## src/design/mexp_pkg.sv

```systemverilog
// ----------------------------------------------------------------------------
// Modular exponentiation shared definitions
// Types and constants shared by the sequencer, the modular multiplier and
// the top level.
// ----------------------------------------------------------------------------
package mexp_pkg;

  // Modulus value after reset; truncated to the operand width where used.
  localparam logic [31:0] MODULUS_RESET = 32'd19211;

  // Request from the sequencer to the modular multiplier.
  typedef struct packed {
    logic start;
  } mexp_mul_req_t;

  // Status from the modular multiplier back to the sequencer.
  typedef struct packed {
    logic busy;
    logic done;
  } mexp_mul_sts_t;

  // Sequencer states, one-hot.
  typedef enum logic [4:0] {
    ST_IDLE   = 5'b00001,
    ST_REDUCE = 5'b00010,
    ST_SQUARE = 5'b00100,
    ST_MULT   = 5'b01000,
    ST_DONE   = 5'b10000
  } mexp_state_t;

endpackage

```

## src/design/modular_exponentiation_unit.sv

```systemverilog
// ----------------------------------------------------------------------------
// Modular exponentiation unit
// Computes base to the power exponent modulo a programmable modulus, with
// one shared bit-serial modular multiplier under a small sequencer.
// ----------------------------------------------------------------------------
// One pass of the multiplier reduces the base, then each exponent bit costs
// a squaring and each set bit a further multiply, and every pass of the
// shared multiplier handles one operand bit per cycle. The unit takes one
// word at a time; in_stall is high from acceptance until the result has
// moved into the output register, which holds it while out_stall is high.
// The modulus is to be written through cfg_wr_en and cfg_wr_data only while
// the unit is idle; the user is bound to this, and the unit itself does not
// enforce it. The modulus resets to 19211, and a modulus of zero acts as one.
// ----------------------------------------------------------------------------
module modular_exponentiation_unit #(
  parameter int OPERAND_WIDTH = 16
) (
  input  logic                     clk,
  input  logic                     rst_n,
  input  logic                     in_valid,
  output logic                     in_stall,
  input  logic [OPERAND_WIDTH-1:0] in_base,
  input  logic [OPERAND_WIDTH-1:0] in_exponent,
  output logic                     out_valid,
  input  logic                     out_stall,
  output logic [OPERAND_WIDTH-1:0] out_power_mod,
  input  logic                     cfg_wr_en,
  input  logic [OPERAND_WIDTH-1:0] cfg_wr_data
);

  localparam logic [OPERAND_WIDTH-1:0] OP_ONE = OPERAND_WIDTH'(1);

  logic [OPERAND_WIDTH-1:0] modulus_r;
  logic [OPERAND_WIDTH-1:0] mod_eff;
  logic                     out_valid_r;
  logic [OPERAND_WIDTH-1:0] out_power_mod_r;

  logic                     seq_idle;
  logic                     res_valid;
  logic                     res_take;
  logic [OPERAND_WIDTH-1:0] res_value;
  mexp_pkg::mexp_mul_req_t  mul_req;
  mexp_pkg::mexp_mul_sts_t  mul_sts;
  logic [OPERAND_WIDTH-1:0] mul_x;
  logic [OPERAND_WIDTH-1:0] mul_y;
  logic [OPERAND_WIDTH-1:0] mul_result;
  logic                     in_accept;

  // Modulus register; zero is treated as one.
  always_ff @(posedge clk) begin
    if (!rst_n) begin
      modulus_r <= mexp_pkg::MODULUS_RESET[OPERAND_WIDTH-1:0];
    end else if (cfg_wr_en) begin
      modulus_r <= cfg_wr_data;
    end
  end

  assign mod_eff   = (modulus_r == '0) ? OP_ONE : modulus_r;
  assign in_stall  = !seq_idle;
  assign in_accept = in_valid && seq_idle;

  // Output register takes a result whenever its slot is free this cycle.
  assign res_take = !out_valid_r || !out_stall;

  always_ff @(posedge clk) begin
    if (!rst_n) begin
      out_valid_r <= 1'b0;
    end else if (res_valid && res_take) begin
      out_valid_r <= 1'b1;
    end else if (!out_stall) begin
      out_valid_r <= 1'b0;
    end
  end

  always_ff @(posedge clk) begin
    if (res_valid && res_take) begin
      out_power_mod_r <= res_value;
    end
  end

  assign out_valid     = out_valid_r;
  assign out_power_mod = out_power_mod_r;

  // Exponent sequencer.
  mexp_seq #(
    .OPERAND_WIDTH (OPERAND_WIDTH)
  ) u_seq (
    .clk        (clk),
    .rst_n      (rst_n),
    .modulus    (mod_eff),
    .start      (in_accept),
    .base       (in_base),
    .exponent   (in_exponent),
    .idle       (seq_idle),
    .res_valid  (res_valid),
    .res_take   (res_take),
    .res_value  (res_value),
    .mul_req    (mul_req),
    .mul_x      (mul_x),
    .mul_y      (mul_y),
    .mul_sts    (mul_sts),
    .mul_result (mul_result)
  );

  // Shared modular multiplier.
  mexp_mulmod #(
    .OPERAND_WIDTH (OPERAND_WIDTH)
  ) u_mulmod (
    .clk     (clk),
    .rst_n   (rst_n),
    .req     (mul_req),
    .op_x    (mul_x),
    .op_y    (mul_y),
    .modulus (mod_eff),
    .sts     (mul_sts),
    .result  (mul_result)
  );

endmodule

```

## src/design/mexp_mulmod.sv

```systemverilog
// ----------------------------------------------------------------------------
// Modular multiplier
// Bit-serial interleaved multiply and reduce: x * y mod m, one bit of x per
// cycle, most significant first. Requires y <= m; x may be any value.
// ----------------------------------------------------------------------------
module mexp_mulmod #(
  parameter int OPERAND_WIDTH = 16
) (
  input  logic                      clk,
  input  logic                      rst_n,
  input  mexp_pkg::mexp_mul_req_t   req,
  input  logic [OPERAND_WIDTH-1:0]  op_x,
  input  logic [OPERAND_WIDTH-1:0]  op_y,
  input  logic [OPERAND_WIDTH-1:0]  modulus,
  output mexp_pkg::mexp_mul_sts_t   sts,
  output logic [OPERAND_WIDTH-1:0]  result
);

  localparam int CNT_W = $clog2(OPERAND_WIDTH + 1);

  logic                     busy_r;
  logic                     done_r;
  logic [CNT_W-1:0]         cnt_r;
  logic [OPERAND_WIDTH-1:0] acc_r;
  logic [OPERAND_WIDTH-1:0] x_r;
  logic [OPERAND_WIDTH-1:0] y_r;

  logic [OPERAND_WIDTH:0]   mod_ext;
  logic [OPERAND_WIDTH:0]   dbl;
  logic [OPERAND_WIDTH:0]   dbl_red;
  logic [OPERAND_WIDTH:0]   sum;
  logic [OPERAND_WIDTH:0]   sum_red;
  logic [OPERAND_WIDTH-1:0] acc_nxt;

  // One step: acc = (2*acc + xbit*y) mod m, each half kept below 2m.
  always_comb begin
    mod_ext = {1'b0, modulus};
    dbl     = {acc_r, 1'b0};
    dbl_red = (dbl >= mod_ext) ? (dbl - mod_ext) : dbl;
    sum     = dbl_red + (x_r[OPERAND_WIDTH-1] ? {1'b0, y_r} : '0);
    sum_red = (sum >= mod_ext) ? (sum - mod_ext) : sum;
    acc_nxt = sum_red[OPERAND_WIDTH-1:0];
  end

  // Control: a start loads the operands, then one bit per cycle.
  always_ff @(posedge clk) begin
    if (!rst_n) begin
      busy_r <= 1'b0;
      done_r <= 1'b0;
      cnt_r  <= '0;
    end else begin
      done_r <= 1'b0;
      if (req.start && !busy_r) begin
        busy_r <= 1'b1;
        cnt_r  <= CNT_W'(OPERAND_WIDTH);
      end else if (busy_r) begin
        cnt_r <= cnt_r - CNT_W'(1);
        if (cnt_r == CNT_W'(1)) begin
          busy_r <= 1'b0;
          done_r <= 1'b1;
        end
      end
    end
  end

  // Datapath registers.
  always_ff @(posedge clk) begin
    if (req.start && !busy_r) begin
      acc_r <= '0;
      x_r   <= op_x;
      y_r   <= op_y;
    end else if (busy_r) begin
      acc_r <= acc_nxt;
      x_r   <= {x_r[OPERAND_WIDTH-2:0], 1'b0};
    end
  end

  assign sts.busy = busy_r;
  assign sts.done = done_r;
  assign result   = acc_r;

endmodule

```

## src/design/mexp_seq.sv

```systemverilog
// ----------------------------------------------------------------------------
// Modular exponentiation sequencer
// Reduces the base, then walks the exponent bits from the top, issuing one
// square per bit and one multiply per set bit to the shared multiplier.
// ----------------------------------------------------------------------------
module mexp_seq #(
  parameter int OPERAND_WIDTH = 16
) (
  input  logic                      clk,
  input  logic                      rst_n,
  input  logic [OPERAND_WIDTH-1:0]  modulus,
  input  logic                      start,
  input  logic [OPERAND_WIDTH-1:0]  base,
  input  logic [OPERAND_WIDTH-1:0]  exponent,
  output logic                      idle,
  output logic                      res_valid,
  input  logic                      res_take,
  output logic [OPERAND_WIDTH-1:0]  res_value,
  output mexp_pkg::mexp_mul_req_t   mul_req,
  output logic [OPERAND_WIDTH-1:0]  mul_x,
  output logic [OPERAND_WIDTH-1:0]  mul_y,
  input  mexp_pkg::mexp_mul_sts_t   mul_sts,
  input  logic [OPERAND_WIDTH-1:0]  mul_result
);

  localparam int CNT_W = $clog2(OPERAND_WIDTH + 1);
  localparam logic [OPERAND_WIDTH-1:0] OP_ONE = OPERAND_WIDTH'(1);

  mexp_pkg::mexp_state_t    state_r, state_nxt;
  logic                     start_r, start_nxt;
  logic [OPERAND_WIDTH-1:0] x_r, x_nxt;
  logic [OPERAND_WIDTH-1:0] y_r, y_nxt;
  logic [OPERAND_WIDTH-1:0] base_r, base_nxt;
  logic [OPERAND_WIDTH-1:0] acc_r, acc_nxt;
  logic [OPERAND_WIDTH-1:0] exp_r, exp_nxt;
  logic [CNT_W-1:0]         bit_cnt_r, bit_cnt_nxt;
  logic                     last_bit;

  assign last_bit = (bit_cnt_r == CNT_W'(1));

  // Next-state logic for the exponent walk.
  always_comb begin
    state_nxt   = state_r;
    start_nxt   = 1'b0;
    x_nxt       = x_r;
    y_nxt       = y_r;
    base_nxt    = base_r;
    acc_nxt     = acc_r;
    exp_nxt     = exp_r;
    bit_cnt_nxt = bit_cnt_r;
    unique case (state_r)
      mexp_pkg::ST_IDLE: begin
        if (start) begin
          // Base mod m is computed as base * 1 mod m.
          x_nxt       = base;
          y_nxt       = OP_ONE;
          start_nxt   = 1'b1;
          exp_nxt     = exponent;
          acc_nxt     = (modulus == OP_ONE) ? '0 : OP_ONE;
          bit_cnt_nxt = CNT_W'(OPERAND_WIDTH);
          state_nxt   = mexp_pkg::ST_REDUCE;
        end
      end
      mexp_pkg::ST_REDUCE: begin
        if (mul_sts.done) begin
          base_nxt  = mul_result;
          x_nxt     = acc_r;
          y_nxt     = acc_r;
          start_nxt = 1'b1;
          state_nxt = mexp_pkg::ST_SQUARE;
        end
      end
      mexp_pkg::ST_SQUARE: begin
        if (mul_sts.done) begin
          acc_nxt = mul_result;
          if (exp_r[OPERAND_WIDTH-1]) begin
            x_nxt     = mul_result;
            y_nxt     = base_r;
            start_nxt = 1'b1;
            state_nxt = mexp_pkg::ST_MULT;
          end else begin
            exp_nxt     = {exp_r[OPERAND_WIDTH-2:0], 1'b0};
            bit_cnt_nxt = bit_cnt_r - CNT_W'(1);
            if (last_bit) begin
              state_nxt = mexp_pkg::ST_DONE;
            end else begin
              x_nxt     = mul_result;
              y_nxt     = mul_result;
              start_nxt = 1'b1;
            end
          end
        end
      end
      mexp_pkg::ST_MULT: begin
        if (mul_sts.done) begin
          acc_nxt     = mul_result;
          exp_nxt     = {exp_r[OPERAND_WIDTH-2:0], 1'b0};
          bit_cnt_nxt = bit_cnt_r - CNT_W'(1);
          if (last_bit) begin
            state_nxt = mexp_pkg::ST_DONE;
          end else begin
            x_nxt     = mul_result;
            y_nxt     = mul_result;
            start_nxt = 1'b1;
            state_nxt = mexp_pkg::ST_SQUARE;
          end
        end
      end
      mexp_pkg::ST_DONE: begin
        if (res_take) begin
          state_nxt = mexp_pkg::ST_IDLE;
        end
      end
      default: begin
        state_nxt = mexp_pkg::ST_IDLE;
      end
    endcase
  end

  // Control registers.
  always_ff @(posedge clk) begin
    if (!rst_n) begin
      state_r <= mexp_pkg::ST_IDLE;
      start_r <= 1'b0;
    end else begin
      state_r <= state_nxt;
      start_r <= start_nxt;
    end
  end

  // Operand and accumulator registers.
  always_ff @(posedge clk) begin
    x_r       <= x_nxt;
    y_r       <= y_nxt;
    base_r    <= base_nxt;
    acc_r     <= acc_nxt;
    exp_r     <= exp_nxt;
    bit_cnt_r <= bit_cnt_nxt;
  end

  assign idle          = (state_r == mexp_pkg::ST_IDLE);
  assign res_valid     = (state_r == mexp_pkg::ST_DONE);
  assign res_value     = acc_r;
  assign mul_req.start = start_r;
  assign mul_x         = x_r;
  assign mul_y         = y_r;

endmodule
```

## config.mk

```make
export PLATFORM = sky130hd
export DESIGN_NAME = modular_exponentiation_unit
export DESIGN_NICKNAME = d
export VERILOG_FILES = /design/src/design/mexp_pkg.sv /design/src/design/modular_exponentiation_unit.sv /design/src/design/mexp_mulmod.sv /design/src/design/mexp_seq.sv
export SDC_FILE = /design/constraint.sdc
export NUM_CORES = 1
export LEC_CHECK = 0
export BUFFER_PORTS_ARGS = -buffer_cell sky130_fd_sc_hd__buf_2
export CAP_MARGIN = 20
export CORE_MARGIN = 3
export CORE_UTILIZATION = 25
export DETAILED_ROUTE_END_ITERATION = 8
export GPL_TIMING_DRIVEN = 0
export PLACE_DENSITY = 0.51
export SLEW_MARGIN = 40
export SYNTH_ARGS = -nofsm -noshare
export SYNTH_HDL_FRONTEND = slang
export SYNTH_SLANG_ARGS = --single-unit
```

## constraint.sdc

```tcl
create_clock -name clk -period 7.2 [get_ports clk]
set_clock_uncertainty 0.1 [all_clocks]
set_input_delay 0.72 -clock clk [delete_from_list [all_inputs] [get_ports clk]]
set_output_delay 0.72 -clock clk [all_outputs]
set_load 0.01 [all_outputs]
```

---- After elaboration in Yosys (flattened, before gate mapping) ----
Index checks and enable logic that the tools add are counted.
word-level totals
  input bits .............................. 53
  memory bits (writable) .................. 0
  memories ................................ 0
  register bits after elaboration ......... 179
  ROM bits ................................ 0
  latch bits .............................. 0
  output and inout bits ................... 18
  logic and storage cells ................. 124
operators by class
  shift-type cells ........................ 0
  mux-type cells .......................... 57
  magnitude comparators ................... 2
  multipliers ............................. 0
  bitwise logic cells ..................... 2
  eq/ne operators ......................... 17
  div/mod/pow operators ................... 0
  reduce and logical (&&, ||, !) cells .... 22
  $add $sub $neg .......................... 5
operators with widths
  kind                                                    count
  two-way mux 16 bit                                      22
  one-hot mux 16 bit (4 select lines)                     2
  two-way mux 5 bit                                       14
  one-hot mux 16 bit (3 select lines)                     1
  >= comparator 17 x 16 -> 1 bit                          2
  one-hot mux 16 bit (2 select lines)                     1
  one-hot mux 5 bit (5 select lines)                      1
  adder 17 x 16 -> 17 bit                                 1
  two-way mux 17 bit                                      1
  subtractor 17 x 16 -> 17 bit                            1
  == test 16 x 1 -> 1 bit (second input constant)         1
  zero test 16 bit                                        1
  subtractor 16 bit                                       1
  == test 5 x 1 -> 1 bit (second input constant)          3
  one-hot mux 5 bit (3 select lines)                      1
  inequality test 2 x 1 -> 1 bit (second input constant)  7
  two-way mux 1 bit                                       13
  AND reduction 5 bit                                     2
  subtractor 5 x 1 -> 5 bit (second input constant)       2
  AND reduction 6 bit                                     1
  == test 5 x 2 -> 1 bit (second input constant)          1
  == test 5 x 3 -> 1 bit (second input constant)          1
  == test 5 x 4 -> 1 bit (second input constant)          1
  == test 5 bit (second input constant)                   1
  15 further kinds                                        23

---- Longest topological paths before layout ----
  word-level depth ........................ 7
  mapped depth ............................ 31
  gate-level depth less buffers ........... 27

---- Modules after synthesis ----
From an unflattened synthesis, not the netlist that was laid out.
unflattened totals
  cell total of the unflattened synthesis .. 1016
  area total of the unflattened synthesis .. 10425.0 um^2
by module, submodules not included
  module                       times used  area an instance (um^2)  cells an instance  seq. area each (um^2)
  mexp_mulmod                  1           4760.8                   526                1421.4
  mexp_seq                     1           4443.0                   396                2672.6
  modular_exponentiation_unit  1           1221.2                   94                 820.8

---- Worst setup path before layout ----
OpenSTA, ideal clock, no wires.
  kind .................................... register to register
  from .................................... register modulus_r[6]
  to ...................................... register u_mulmod.acc_r[6], in the netlist u_mulmod.result[6]
  setup time .............................. 0.122 ns
  path slack .............................. 1.313 ns
  arrival ................................. 5.665 ns
  stages on the path, launching flop included .. 30
  required time ........................... 6.978 ns
  clock period less this slack ............ 5.887 ns
  path buffers ............................ 4
  cells stage by stage .................... dfxtp_1 -> inv_1 -> ha_1 -> a21o_1 -> a221o_1 -> a21oi_1 -> o311ai_1 -> o2bb2ai_2 -> clkbuf_1 -> buf_1 -> nor2_1 -> ha_1 -> inv_1 -> fa_1 -> and3b_1 -> o21bai_2 -> nand3_2 -> a311oi_2 -> nor2_1 -> xnor2_1 -> ha_1 -> and4_1 -> and3_1 -> a21oi_1 -> a31o_1 -> and2_1 -> buf_2 -> buf_2 -> nand2_1 -> a311o_1
between the ends
  word-level cells in the longest chain between the ends .. 7
  elaborated cells on any way between the ends .. 9
  those cells by class .................... add/sub (3); order compare (2); mux (3); reduce/logical (1)
RTL lines
  element                                                                         RTL line                           RTL
  start, declared                                                                 modular_exponentiation_unit.sv:33  logic [OPERAND_WIDTH-1:0] modulus_r;
  start signal, assigned                                                          modular_exponentiation_unit.sv:52  modulus_r <= mexp_pkg::MODULUS_RESET[OPERAND_WIDTH-1:0];
  start signal, assigned                                                          modular_exponentiation_unit.sv:54  modulus_r <= cfg_wr_data;
  zero test 16 bit                                                                modular_exponentiation_unit.sv:58  assign mod_eff = (modulus_r == '0) ? OP_ONE : modulus_r;
  two-way mux 16 bit (*)                                                          modular_exponentiation_unit.sv:58
  subtractor 17 x 16 -> 17 bit or >= comparator 17 x 16 -> 1 bit (tied branches)  mexp_mulmod.sv:39                  dbl_red = (dbl >= mod_ext) ? (dbl - mod_ext) : dbl;
  two-way mux 17 bit                                                              mexp_mulmod.sv:39
  adder 17 x 16 -> 17 bit                                                         mexp_mulmod.sv:40                  sum = dbl_red + (x_r[OPERAND_WIDTH-1] ? {1'b0, y_r} : '0);
  subtractor 16 bit or >= comparator 17 x 16 -> 1 bit (tied branches)             mexp_mulmod.sv:41                  sum_red = (sum >= mod_ext) ? (sum - mod_ext) : sum;
  two-way mux 16 bit (*)                                                          mexp_mulmod.sv:41
  end signal, assigned                                                            mexp_mulmod.sv:73                  acc_r <= acc_nxt;
  end, declared                                                                   mexp_mulmod.sv:24                  logic [OPERAND_WIDTH-1:0] acc_r;
Every way passes the cells marked *; elsewhere a longest branch is shown, timed or not.
A chain may end at the register's enable or synchronous reset.

---- Final worst setup path ----
  from .................................... register u_mulmod.acc_r[6], in the netlist u_mulmod.result[6]
  to ...................................... register u_mulmod.acc_r[6], in the netlist u_mulmod.result[6]
between the ends
  word-level cells in the longest chain between the ends .. 5
  elaborated cells on any way between the ends .. 7
  those cells by class .................... add/sub (3); order compare (2); mux (2)
RTL lines
  element                                                                         RTL line
  subtractor 17 x 16 -> 17 bit or >= comparator 17 x 16 -> 1 bit (tied branches)  mexp_mulmod.sv:39
  two-way mux 17 bit (*)                                                          mexp_mulmod.sv:39
  adder 17 x 16 -> 17 bit (*)                                                     mexp_mulmod.sv:40
  >= comparator 17 x 16 -> 1 bit or subtractor 16 bit (tied branches)             mexp_mulmod.sv:41
  two-way mux 16 bit (*)                                                          mexp_mulmod.sv:41
Marked as above.

==> flow_summary.yaml <==
sta:
  tightestPinTransition_ns: 0.809
  max-slew-margin-rel_pct: 45.8
  finalWorstPathRequiredPeriod_ns: 6.76
  drv_slew: 0
  hold_viol: 0
  final.setup.tns_ns: 0
  fmax_mhz: 148
  whs_ns: 0.357
  setup_viol: 0
  fin_crit_sh_pct: 93.9
power:
  clkPwrFrac_pct: 19.2
  pwr_density_cell_mw_per_mm2: 437
  combPwrFrac_pct: 52.6
  p_leak_nw: 4.46
  ir_drop_mv: 0.174
  p_sw_mw: 2.25
  switching_share_pct: 44.1
  power_frac_seq_pct: 28.2
  p_int_mw: 2.85
clocking:
  ctsHoldBuffers: 0
  clk_latency_ns: 0.45
  cts-root-buf: "clkbuf_16"
  cts.path.max_buffers: 2
  clkSinkCount: 179
  path_clk_slew_ns: 0.09
  postCtsSetupBuffers: 0
  tritoncts: "yes"
  numCtsBuffers: 17
  htreeDepth: 4
synthesis:
  synth_seq_cells: 179
  synth-main-ff-cell: "edfxtp_1"
  netlist_instances: 941
  synth_top_area_share_pct: 40.2
  yosys-top-cells-count: "edfxtp_1, nand2_1, ha_1, a21oi_1, nor2_1"
  synth_area_sq_mm: 0.00993
  synth_warnings: 0
  yosys.area.top_type: "edfxtp_1"
  synth_cell_types: 78
  yosysMostFrequentCell: "edfxtp_1"
  synth_edf_count: 133
  avgSynthCellArea_sq_um: 10.6
  ys_top_cells_by_area: "edfxtp_1, dfxtp_1, ha_1"
  ys_async_sr_fraction_pct: 0
  ys_seq_area_share_pct: 49.5
  syn_nets: 1050
placement:
  placed_area_sq_mm: 0.0110
  hpwl_um: 21600
  place_congestion: 0.864
  portBuffers: 68
  dp.cells: 1530
critical_path:
  crit_arrival_ns: 6.98
  slowest_delay_ns: 0.54
  critical_path_peak_fanout: 10
  cp_slowest_cell: "dfxtp_1"
  end_kind: "flip-flop"
  path_class: "flip-flop to flip-flop"
  path_buf_inv: 5
  crit_family: "compound AO/OA/AOI/OAI gates"
  cp_common_cell: "ha_1"
  crit_start: "u_mulmod.result[6]"
  r2r_start: "u_mulmod.result[6]"
  start_kind: "flip-flop"
  crit_required_ns: 7.43
routing:
  via_count: 7419
  drt-initial-drc-count: 502
  wl_per_cell_um: 17.4
  antenna_left: 0
  routed_via_density: 4.75
  drt_pass1_iterations: 5
  wl_um: 27100
  drcViolationCount: 0
hold_path:
  hp-start: "u_seq.mul_y[12]"
  min_path_type: "flip-flop to flip-flop"
finish:
  areaGrowthSynthToFinish_pct: 17.4
  finalInstanceArea_sq_mm: 0.0117
  antenna_cells: 0
  final_nets: 1140
  nFillCells: 4095
  final_layout_size_suffix_gt1_share_pct: 12.9
  final_cells: 1562
  utilization_pct: 30.0
outcome:
  status: "complete, no violations"
global_routing:
  grt_pass1_vias: 7663
  antenna_found_initial: 0
  grt_usage_pct: 13.1
  grt_pass1_wl_um: 43000
  grt_max_degree: 26
  grt_remaining_overflow: 0
floorplanning:
  io_pins: 71
  die_w_um: 205
  die_area_sq_mm: 0.0422
  core_sq_mm: 0.0389
  start_util_pct: 25.5
  rows: 72
  die_h_um: 205
job:
  cap_violations: 0
## metal layers
metal / global-route usage, % / vias up / share of wire [%]
li1: - / 3691 / -
met5: 0 / - / 0
met1: 18.1 / 3557 / 49
met2: 21.2 / 141 / 46
met3: 2.02 / 30 / 3.3
met4: 4.20 / 0 / 1.9
## final cells by class
type / count / area, sq um / share of cell area, %
clock inverters: 15 / 209 / 1.79
plain buffers: 39 / 161 / 1.38
inverters: 45 / 169 / 1.45
clock buffers: 17 / 425 / 3.65
flip-flops and latches: 179 / 4910 / 42.1
well taps: 518 / 648 / 5.56
multi-input cells: 678 / 4750 / 40.7
repair buffers: 71 / 385 / 3.30
## power groups by stage
stage	Clock [mW]	Sequential (mW)	Combinational (mW)
final	0.981	1.44	2.68
after detailed placement	0	1.46	2.64
after CTS	0.998	1.44	2.66
after floorplan	0	1.39	2.02
after global placement	0	1.46	2.61
after global routing	1.05	1.46	3.00
## worst paths after layout
| check | slack (ns) | end | cells after the start |
|---|---|---|---|
| min reg2reg | 0.36 | u_mulmod.y_r[12] | 0 |
| max | 0.44 | u_mulmod.result[6] | 28 |
| max reg2reg | 0.44 | u_mulmod.result[6] | 28 |
| min | 0.36 | u_mulmod.y_r[12] | 0 |
## what timing repair did
action,CTS,global route
gates resized for setup,1,6
endpoints found under the setup margin,1,16
endpoints found under the hold margin,0,0
## per-stage QoR
stage	total power, mW	worst slack (ns)
final	5.10	0.442
after CTS	5.09	0.150
after global placement	4.07	0.0210
after global routing	5.50	-0.00608
after detailed placement	4.10	0.0374
after floorplan	3.41	1.31
## cells in the final DEF (no fill, tap or decap), drive strengths merged, types with 13 or more instances in the layout
cell	instances
dfxtp	46
nand2	116
inv	52
a222oi	15
edfxtp	133
ha	53
nor2	49
a22oi	16
and2	38
a21o	14
xor2	18
a21oi	51
nor3	17
nor2b	18
a22o	14
xnor2	28
clkbuf	51
nand3	13
o21ai	53
buf	76
mux2i	26
## kinds of logic after synthesis
family,after synthesis,share of synthesized area [%]
simple gates,297,14.8
compound gates,251,18.0
flops,179,49.5
buf+inv,84,3.24
fa+ha+maj,56,7.28
xor+xnor,46,4.32
mux,28,2.85
(Power assumes the default switching activity.)
